## config.mk

```make
export PLATFORM = sky130hd
export DESIGN_NAME = i2c_master_transaction_sequencer
export DESIGN_NICKNAME = d
export VERILOG_FILES = /design/src/i2cms_pkg.sv /design/src/i2cms_store.sv /design/src/i2cms_decode.sv /design/src/i2c_master_transaction_sequencer.sv
export SDC_FILE = /design/constraint.sdc
export NUM_CORES = 1
export LEC_CHECK = 0
export ABC_AREA = 1
export CAP_MARGIN = 20
export CORE_MARGIN = 3
export CORE_UTILIZATION = 43
export DETAILED_ROUTE_END_ITERATION = 8
export DONT_BUFFER_PORTS = 1
export GPL_TIMING_DRIVEN = 0
export MAX_ROUTING_LAYER = met4
export PLACE_DENSITY_LB_ADDON = 0.25
export SYNTH_ARGS = -nofsm -noshare
export SYNTH_HDL_FRONTEND = slang
export SYNTH_SLANG_ARGS = --single-unit
```

## constraint.sdc

```tcl
create_clock -name clk -period 1.85 [get_ports clk]
set_clock_uncertainty 0.05 [all_clocks]
set_input_delay 0.0925 -clock clk [delete_from_list [all_inputs] [get_ports clk]]
set_output_delay 0.0925 -clock clk [all_outputs]
set_load 0.03 [all_outputs]
```

## src/i2cms_pkg.sv

```systemverilog
// Shared types, status codes and constants for the I2C master transaction sequencer.
`timescale 1ns / 1ps

package i2cms_pkg;

	// Field widths
	localparam int unsigned FUNC_W       = 2;
	localparam int unsigned LOAD_INDEX_W = 4;
	localparam int unsigned BYTE_W       = 8;
	localparam int unsigned SENT_W       = 5;
	localparam int unsigned RECV_W       = 8;
	localparam int unsigned CFG_INDEX_W  = 2;

	// Default command store depth
	localparam int unsigned COMMAND_DEPTH_DEF = 16;

	// Item function codes
	localparam logic [FUNC_W-1:0] FUNC_LOAD   = 2'd0;
	localparam logic [FUNC_W-1:0] FUNC_START  = 2'd1;
	localparam logic [FUNC_W-1:0] FUNC_STATUS = 2'd2;

	// Configuration register indexes
	localparam logic [CFG_INDEX_W-1:0] CFG_SLAVE_ADDR = 2'd0;
	localparam logic [CFG_INDEX_W-1:0] CFG_CMD_LEN    = 2'd1;
	localparam logic [CFG_INDEX_W-1:0] CFG_RSP_LEN    = 2'd2;

	// Bus controller status codes
	localparam logic [BYTE_W-1:0] ST_BUS_ERROR   = 8'h00;
	localparam logic [BYTE_W-1:0] ST_START       = 8'h08;
	localparam logic [BYTE_W-1:0] ST_REP_START   = 8'h10;
	localparam logic [BYTE_W-1:0] ST_SLA_W_ACK   = 8'h18;
	localparam logic [BYTE_W-1:0] ST_SLA_W_NACK  = 8'h20;
	localparam logic [BYTE_W-1:0] ST_DATA_W_ACK  = 8'h28;
	localparam logic [BYTE_W-1:0] ST_DATA_W_NACK = 8'h30;
	localparam logic [BYTE_W-1:0] ST_SLA_R_ACK   = 8'h40;
	localparam logic [BYTE_W-1:0] ST_SLA_R_NACK  = 8'h48;
	localparam logic [BYTE_W-1:0] ST_DATA_R_ACK  = 8'h50;
	localparam logic [BYTE_W-1:0] ST_DATA_R_NACK = 8'h58;

	// Configuration registers
	typedef struct packed {
		logic [BYTE_W-1:0] slave_address_byte;
		logic [SENT_W-1:0] command_length;
		logic [RECV_W-1:0] response_length;
	} cfg_t;

	// Transaction progress
	typedef struct packed {
		logic [SENT_W-1:0] sent_count;
		logic [RECV_W-1:0] received_count;
		logic              read_phase;
		logic              ended;
	} seq_state_t;

	// One result item
	typedef struct packed {
		logic              set_start;
		logic              set_stop;
		logic              set_ack;
		logic              clear_start;
		logic              clear_ack;
		logic              write_valid;
		logic [BYTE_W-1:0] write_data;
		logic              response_valid;
		logic [BYTE_W-1:0] response_byte;
		logic              transaction_done;
		logic              nothing_to_do;
		logic              unknown_status;
	} result_t;

endpackage

```

## src/i2cms_store.sv

```systemverilog
// Command byte register file: one write port, one combinational read port.
`timescale 1ns / 1ps

module i2cms_store #(
	parameter int unsigned COMMAND_DEPTH = i2cms_pkg::COMMAND_DEPTH_DEF
) (
	input  logic                                clk,
	input  logic                                we,
	input  logic [i2cms_pkg::LOAD_INDEX_W-1:0]  waddr,
	input  logic [i2cms_pkg::BYTE_W-1:0]        wdata,
	input  logic [i2cms_pkg::SENT_W-1:0]        raddr,
	output logic [i2cms_pkg::BYTE_W-1:0]        rdata
);
	import i2cms_pkg::*;

	// Only positions a load index can reach are ever written
	localparam int unsigned REACH       = 2 ** LOAD_INDEX_W;
	localparam int unsigned STORE_DEPTH = (COMMAND_DEPTH < REACH) ? COMMAND_DEPTH : REACH;
	localparam int unsigned AW          = (STORE_DEPTH > 1) ? $clog2(STORE_DEPTH) : 1;

	logic [BYTE_W-1:0] mem [STORE_DEPTH];
	logic              wr_hit;
	logic              rd_hit;

	assign wr_hit = SENT_W'(waddr) < SENT_W'(STORE_DEPTH);
	assign rd_hit = raddr < SENT_W'(STORE_DEPTH);

	// Write port; out-of-range loads are dropped
	always_ff @(posedge clk) begin
		if (we && wr_hit) begin
			mem[waddr[AW-1:0]] <= wdata;
		end
	end

	// Read port; beyond the store reads as zero
	assign rdata = rd_hit ? mem[raddr[AW-1:0]] : '0;

endmodule

```

## src/i2cms_decode.sv

```systemverilog
// Item decode: result fields and next transaction progress for one item.
`timescale 1ns / 1ps

module i2cms_decode (
	input  logic [i2cms_pkg::FUNC_W-1:0]  func,
	input  logic [i2cms_pkg::BYTE_W-1:0]  status_code,
	input  logic [i2cms_pkg::BYTE_W-1:0]  data_in,
	input  i2cms_pkg::cfg_t               cfg,
	input  i2cms_pkg::seq_state_t         cur,
	input  logic [i2cms_pkg::BYTE_W-1:0]  store_rdata,
	output logic                          store_we,
	output logic [i2cms_pkg::SENT_W-1:0]  store_raddr,
	output i2cms_pkg::seq_state_t         nxt,
	output i2cms_pkg::result_t            res
);
	import i2cms_pkg::*;

	logic [SENT_W-1:0] sent_inc;
	logic [RECV_W-1:0] recv_inc;

	assign sent_inc = cur.sent_count + SENT_W'(1);
	assign recv_inc = cur.received_count + RECV_W'(1);

	// A data-acked event fetches the byte after the one just counted
	assign store_raddr = (status_code == ST_DATA_W_ACK) ? sent_inc : cur.sent_count;

	always_comb begin
		res      = '0;
		nxt      = cur;
		store_we = 1'b0;
		case (func)
			FUNC_LOAD: begin
				store_we = 1'b1;
			end
			FUNC_START: begin
				res.clear_start    = 1'b1;
				res.clear_ack      = 1'b1;
				nxt.sent_count     = '0;
				nxt.received_count = '0;
				nxt.ended          = 1'b0;
				nxt.read_phase     = (cfg.command_length == '0);
				if ((cfg.command_length == '0) && (cfg.response_length == '0)) begin
					res.nothing_to_do = 1'b1;
				end else begin
					res.set_start = 1'b1;
				end
			end
			FUNC_STATUS: begin
				case (status_code)
					ST_START: begin
						res.write_valid = 1'b1;
						res.write_data  = cfg.slave_address_byte |
						                  {{(BYTE_W-1){1'b0}}, cur.read_phase};
						res.set_ack     = 1'b1;
						res.clear_start = 1'b1;
					end
					ST_SLA_W_ACK: begin
						res.write_valid = 1'b1;
						res.write_data  = store_rdata;
					end
					ST_REP_START: begin
					end
					ST_SLA_W_NACK, ST_DATA_W_NACK, ST_SLA_R_NACK: begin
						res.set_stop = 1'b1;
						res.set_ack  = 1'b1;
					end
					ST_DATA_W_ACK: begin
						nxt.sent_count = sent_inc;
						if (sent_inc == cfg.command_length) begin
							res.set_stop = 1'b1;
							res.set_ack  = 1'b1;
							if (cfg.response_length != '0) begin
								// restart for the read phase
								res.set_start  = 1'b1;
								nxt.read_phase = 1'b1;
							end else begin
								nxt.ended            = 1'b1;
								res.transaction_done = 1'b1;
							end
						end else begin
							res.write_valid = 1'b1;
							res.write_data  = store_rdata;
							res.set_ack     = 1'b1;
						end
					end
					ST_SLA_R_ACK: begin
						res.set_ack = 1'b1;
					end
					ST_DATA_R_ACK: begin
						res.response_valid = 1'b1;
						res.response_byte  = data_in;
						nxt.received_count = recv_inc;
						// nack the last expected byte
						if (recv_inc != cfg.response_length) begin
							res.set_ack = 1'b1;
						end else begin
							res.clear_ack = 1'b1;
						end
					end
					ST_DATA_R_NACK: begin
						res.set_stop         = 1'b1;
						res.set_ack          = 1'b1;
						nxt.ended            = 1'b1;
						res.transaction_done = 1'b1;
					end
					ST_BUS_ERROR: begin
						res.set_stop = 1'b1;
					end
					default: begin
						res.unknown_status = 1'b1;
					end
				endcase
			end
			default: begin
			end
		endcase
	end

endmodule

```

## src/i2c_master_transaction_sequencer.sv

```systemverilog
// Top level: input register, item decode, command store and result register.
// An accepted item is held in the input register, then its result is registered.
// Throughput: one item per cycle unless out_ready stalls the result register;
// the decode and counter update between the two registers set that figure.
// Reset clears handshake state, configuration registers and counters; the
// command store is not cleared and holds garbage until loaded.
`timescale 1ns / 1ps

module i2c_master_transaction_sequencer #(
	parameter int unsigned COMMAND_DEPTH = i2cms_pkg::COMMAND_DEPTH_DEF
) (
	input  logic                                clk,
	input  logic                                arst_n,
	// configuration write channel
	input  logic                                cfg_valid,
	output logic                                cfg_ready,
	input  logic [i2cms_pkg::CFG_INDEX_W-1:0]   cfg_index,
	input  logic [i2cms_pkg::BYTE_W-1:0]        cfg_data,
	// input items
	input  logic                                in_valid,
	output logic                                in_ready,
	input  logic [i2cms_pkg::FUNC_W-1:0]        func,
	input  logic [i2cms_pkg::LOAD_INDEX_W-1:0]  load_index,
	input  logic [i2cms_pkg::BYTE_W-1:0]        load_byte,
	input  logic [i2cms_pkg::BYTE_W-1:0]        status_code,
	input  logic [i2cms_pkg::BYTE_W-1:0]        data_in,
	// result items
	output logic                                out_valid,
	input  logic                                out_ready,
	output logic                                set_start,
	output logic                                set_stop,
	output logic                                set_ack,
	output logic                                clear_start,
	output logic                                clear_ack,
	output logic                                write_valid,
	output logic [i2cms_pkg::BYTE_W-1:0]        write_data,
	output logic                                response_valid,
	output logic [i2cms_pkg::BYTE_W-1:0]        response_byte,
	output logic                                transaction_done,
	output logic                                nothing_to_do,
	output logic                                unknown_status
);
	import i2cms_pkg::*;

	cfg_t                cfg_q;
	seq_state_t          state_q;
	seq_state_t          state_nxt;

	logic                valid_s1;
	logic [FUNC_W-1:0]   func_s1;
	logic [LOAD_INDEX_W-1:0] load_index_s1;
	logic [BYTE_W-1:0]   load_byte_s1;
	logic [BYTE_W-1:0]   status_code_s1;
	logic [BYTE_W-1:0]   data_in_s1;

	logic                valid_s2;
	result_t             result_s2;
	result_t             result_nxt;

	logic                advance;
	logic                store_we;
	logic [SENT_W-1:0]   store_raddr;
	logic [BYTE_W-1:0]   store_rdata;

	// Handshake: stage 1 moves on whenever the result register is free or drained
	assign advance   = valid_s1 && (!valid_s2 || out_ready);
	assign in_ready  = !valid_s1 || advance;
	assign cfg_ready = 1'b1;
	assign out_valid = valid_s2;

	// Configuration registers
	always_ff @(posedge clk or negedge arst_n) begin
		if (!arst_n) begin
			cfg_q <= '0;
		end else if (cfg_valid && cfg_ready) begin
			case (cfg_index)
				CFG_SLAVE_ADDR: cfg_q.slave_address_byte <= cfg_data;
				CFG_CMD_LEN:    cfg_q.command_length     <= cfg_data[SENT_W-1:0];
				CFG_RSP_LEN:    cfg_q.response_length    <= cfg_data[RECV_W-1:0];
				default: begin
				end
			endcase
		end
	end

	// Input register valid
	always_ff @(posedge clk or negedge arst_n) begin
		if (!arst_n) begin
			valid_s1 <= 1'b0;
		end else if (in_ready) begin
			valid_s1 <= in_valid;
		end
	end

	// Input register payload
	always_ff @(posedge clk) begin
		if (in_valid && in_ready) begin
			func_s1        <= func;
			load_index_s1  <= load_index;
			load_byte_s1   <= load_byte;
			status_code_s1 <= status_code;
			data_in_s1     <= data_in;
		end
	end

	i2cms_store #(
		.COMMAND_DEPTH(COMMAND_DEPTH)
	) u_store (
		.clk  (clk),
		.we   (store_we && advance),
		.waddr(load_index_s1),
		.wdata(load_byte_s1),
		.raddr(store_raddr),
		.rdata(store_rdata)
	);

	i2cms_decode u_decode (
		.func       (func_s1),
		.status_code(status_code_s1),
		.data_in    (data_in_s1),
		.cfg        (cfg_q),
		.cur        (state_q),
		.store_rdata(store_rdata),
		.store_we   (store_we),
		.store_raddr(store_raddr),
		.nxt        (state_nxt),
		.res        (result_nxt)
	);

	// Transaction progress and result valid
	always_ff @(posedge clk or negedge arst_n) begin
		if (!arst_n) begin
			state_q  <= '0;
			valid_s2 <= 1'b0;
		end else begin
			if (advance) begin
				state_q <= state_nxt;
			end
			if (advance) begin
				valid_s2 <= 1'b1;
			end else if (out_ready) begin
				valid_s2 <= 1'b0;
			end
		end
	end

	// Result register payload
	always_ff @(posedge clk) begin
		if (advance) begin
			result_s2 <= result_nxt;
		end
	end

	assign set_start        = result_s2.set_start;
	assign set_stop         = result_s2.set_stop;
	assign set_ack          = result_s2.set_ack;
	assign clear_start      = result_s2.clear_start;
	assign clear_ack        = result_s2.clear_ack;
	assign write_valid      = result_s2.write_valid;
	assign write_data       = result_s2.write_data;
	assign response_valid   = result_s2.response_valid;
	assign response_byte    = result_s2.response_byte;
	assign transaction_done = result_s2.transaction_done;
	assign nothing_to_do    = result_s2.nothing_to_do;
	assign unknown_status   = result_s2.unknown_status;

	// A refused start never requests a start condition
	a_refuse_no_start: assert property (@(posedge clk) disable iff (!arst_n)
		valid_s2 |-> !(nothing_to_do && set_start))
		else $error("refused start also requests start");

	// A completion leaves the transaction marked as ended
	a_done_marks_ended: assert property (@(posedge clk) disable iff (!arst_n)
		(advance && result_nxt.transaction_done) |=> state_q.ended)
		else $error("completion did not mark transaction ended");

	// A received byte and a byte to transmit never share one result
	a_rsp_excl_write: assert property (@(posedge clk) disable iff (!arst_n)
		valid_s2 |-> !(response_valid && write_valid))
		else $error("response and transmit byte in one result");

	// Entering the read phase comes with a restart request
	a_read_phase_restart: assert property (@(posedge clk) disable iff (!arst_n)
		(advance && !state_q.read_phase && state_nxt.read_phase &&
		 (func_s1 == FUNC_STATUS)) |=> (set_start && set_stop))
		else $error("read phase entered without restart");

endmodule

```

==> qor.txt <==
Outcome = finished with violations
Failing checks = negative setup slack
RSZ-0062 raised after global routing = yes
Die area = 23700 µm²
WL met3 = 1700 µm
# nets final = 1022
Synthesis-stage register bit count = 221
Post-synthesis cell area = 9420 µm²
First-pass GRT wire length = 38100 µm
Reg2Reg Depth = 12
Worst path cell trace = inv_2, nand2_4, nor2_4, nand2_4, buf_12, o21ai_4, buf_8, nand3_1, nand3_2, nand3_2, nand3_4, a21oi_2
Int Power = 0.00865 W
Flop2flop setup slack = -0.40 ns
Initial core utilization = 0.442
DR DRC count = 0
Setup TNS Final = -4.82 ns
Final Hold Fails = 0
Max clock buf depth = 3
Switching share of total power = 0.248
Power share of the sequential group = 0.526
Top routing layer in use = met4
Worst path slowest cell = edfxtp_1
Syn_area_per_cell = 11.4 µm²
Drt pass-1 iters = 5
Leak = 4.87 nW
Antenna Cells = 0
Largest net degree at the start of global routing = 38
Placed Instance Area = 9850 µm²
Max Cap Violations = 0
IO buf count = 0
Hold EP = cfg_q[6]$_DFFE_PN0P_
Sequential share of the synthesized area = 0.685
Via/cell ratio = 5.48
CTS tree = built
Setup violations, final = 42
Max FO, Critical Path = 10
Grt total ovfl = 0
Async SR Flop Fraction = 0.167
Die W = 154 µm
Clk root buf = clkbuf_16
Met1 WL = 10700 µm
DP Cell Count = 1101
Io pins = 74
Clock Latency Late Sink = 0.53 ns
Final period util = 1.22
Die Y = 154 µm
CP Data Arrival Time = 2.46 ns
WS Path Type = reg2reg
Critical Path End Type = register
Setup crit start kind = register
CP required = 2.06 ns
Wire length per cell = 20.5 µm
Max incr delay on CP = 0.42 ns
Finished Cell Area = 13200 µm²
Synthesized Nets = 876
GRT Util Overall = 0.210
Met2 wire len = 12900 µm
Vias in the first global route = 6935
GP Congestion = 0.914
Routed WL = 25900 µm
Gate power share = 0.074
TritonCTS buffer count = 24
Initial DRC Count = 495
Max IR drop VDD = 0.707 mV
Commonest cells after routing, fill and taps aside = edfxtp_1 (184), nand2_1 (147), nand3_1 (84)
Worst Hold Depth = 4
Slew headroom = 0.487
H-tree Lvls = 1
CORE AREA = 21300 µm²
Clock share of power = 0.400
Synth Warn # = 0
RR Startpoint = status_code_s1[7]$_DFFE_PP_
Post-DP HPWL = 14500 µm
Worst-path clk slew = 0.06 ns
Routed Antenna Nets = 0
Layout cells sized above 1 = 0.349
Post-synthesis cell count = 826
CTS Sinks = 221
Slew Limit Fails = 0
Clock period minus worst slack = 2.25 ns
Net Switching = 0.00285 W
Worst-Margin Slew = 0.770 ns
Worst r2r dst = write_data[1]$_SDFFCE_PN0P_
Final WS setup = -0.399 ns
Hold Startpoint = cfg_index[1]
Initial antenna violation count = 0
Post-synth top flop = edfxtp_1
P per Cell Area = 870 nW/µm²
Hold/Removal Path Class = in2reg
Post-synth EDFFs = 184
# rows = 53
Peak Freq = 445 MHz
Vias = 6927
P&R area growth vs syn = 40.3%
Non-filler cells, final = 1265
Synth unique cells = 37
Most common cell after layout, fill and taps aside = edfxtp_1
## registers in the layout, summed over array words and instances (netlist names)
name and count:
cfg_q 21, clear_ack 1, clear_start 1, data_in_s1 8, func_s1 2, load_byte_s1 8, load_index_s1 4, nothing_to_do 1
out_valid 1, response_byte 8, response_valid 1, set_ack 1, set_start 1, set_stop 1, state_q 14, status_code_s1 8
transaction_done 1, u_store.mem 128, unknown_status 1, valid_s1 1, write_data 8, write_valid 1
## what timing repair did
| item | CTS | global route |
|---|---|---|
| hold buffers | 49 | 0 |
| gates cloned | 7 | 2 |
| resized for setup | 206 | 95 |
| setup endpoints to repair | 215 | 155 |
| pin swaps | 67 | 49 |
| hold endpoints to repair | 90 | 0 |
| setup buffers | 54 | 13 |
## worst max-delay path by stage
stage	startpoint	to	slack, ns	depth (start not counted)
final	status_code_s1[7]$_DFFE_PP_	write_data[1]$_SDFFCE_PN0P_	-0.40	12
after global routing	status_code_s1[2]$_DFFE_PP_	write_data[1]$_SDFFCE_PN0P_	-0.50	12
after CTS	status_code_s1[1]$_DFFE_PP_	write_data[7]$_SDFFCE_PN0P_	-0.35	16
after detailed placement	out_valid$_DFFE_PN0P_	u_store.mem[10][2]$_DFFE_PP_	-0.80	5
after global placement	out_valid$_DFFE_PN0P_	u_store.mem[10][2]$_DFFE_PP_	-0.74	5
after floorplan	status_code_s1[7]$_DFFE_PP_	write_data[0]$_SDFFCE_PN0P_	-0.14	12
## cell usage after synthesis, types with 2 or more instances
cell type	n	area share
xnor2_1	4	0.0037
ha_1	5	0.0066
inv_2	2	0.00080
buf_2	10	0.0053
nor4_1	5	0.0033
nand2_2	7	0.0047
clkinv_1	2	0.00080
clkbuf_1	5	0.0020
buf_6	9	0.011
nor2_4	2	0.0024
nand2_1	171	0.068
nand2_4	3	0.0036
a21oi_1	12	0.0064
nor3_1	6	0.0032
nor2_1	40	0.016
edfxtp_1	184	0.59
o22ai_1	12	0.0080
or2_2	2	0.0013
dfrtp_1	37	0.098
xor2_1	6	0.0056
buf_4	3	0.0024
o21ai_4	3	0.0052
nand4_1	5	0.0033
nand3_1	184	0.098
inv_1	67	0.027
o21ai_0	29	0.015
## kinds of logic (layout without fill, tap and decap cells)
logic type                 Yosys count  in the layout  share of synthesized area
adders and majority gates            5              5                    0.00664
and+or+nand+nor                    428            428                      0.207
xor gates and xnor gates            10             10                    0.00930
buffers and inverters               99            263                     0.0494
other                                1              1                   0.000398
AOI/OAI and AO/OA                   62             62                     0.0417
DFF                                221            221                      0.685
## per-layer routing
layer	vias to the layer above	track usage
li1	3207	-
met4	0	0.0563
met3	55	0.0343
met2	266	0.337
met1	3399	0.280
met5	-	-
## power by group through the flow
stage                     Combinational (W)  Sequential, W  Clock, W
after floorplan                    0.000390        0.00604         0
after global placement             0.000487        0.00613         0
after detailed placement           0.000499        0.00614         0
after CTS                          0.000760        0.00604   0.00464
after global routing               0.000930        0.00607   0.00483
final                              0.000850        0.00604   0.00460
## worst max-delay path, delay by kind of cell (launching register included)
family	cells	cell delay (ns)
compound gates	2	0.30
buf+inv	3	0.47
flops	1	0.42
simple gates	7	0.74
## per-stage QoR
step                total power [W]  hold WS [ns]  setup WS (ns)   util
detailed placement          0.00664        -0.252         -0.800  0.463
floorplan                   0.00643        -0.253         -0.142      -
finish                       0.0115        0.0158         -0.399  0.621
global placement            0.00662        -0.252         -0.735  0.463
CTS                          0.0114       0.00725         -0.351  0.595
global route                 0.0118        0.0405         -0.497  0.621
## final cells by class
class / instances / area [µm²]
flip-flops and latches: 221 / 6460
multi-input cells: 506 / 3740
repair buffers: 118 / 1290
inverters: 72 / 308
fillers: 1490 / 8080
well taps: 275 / 344
clock inverters: 14 / 113
repair inverters: 2 / 15.0
clock buffers: 30 / 643
plain buffers: 27 / 304
Note: power is estimated with default switching activity, not from simulation.
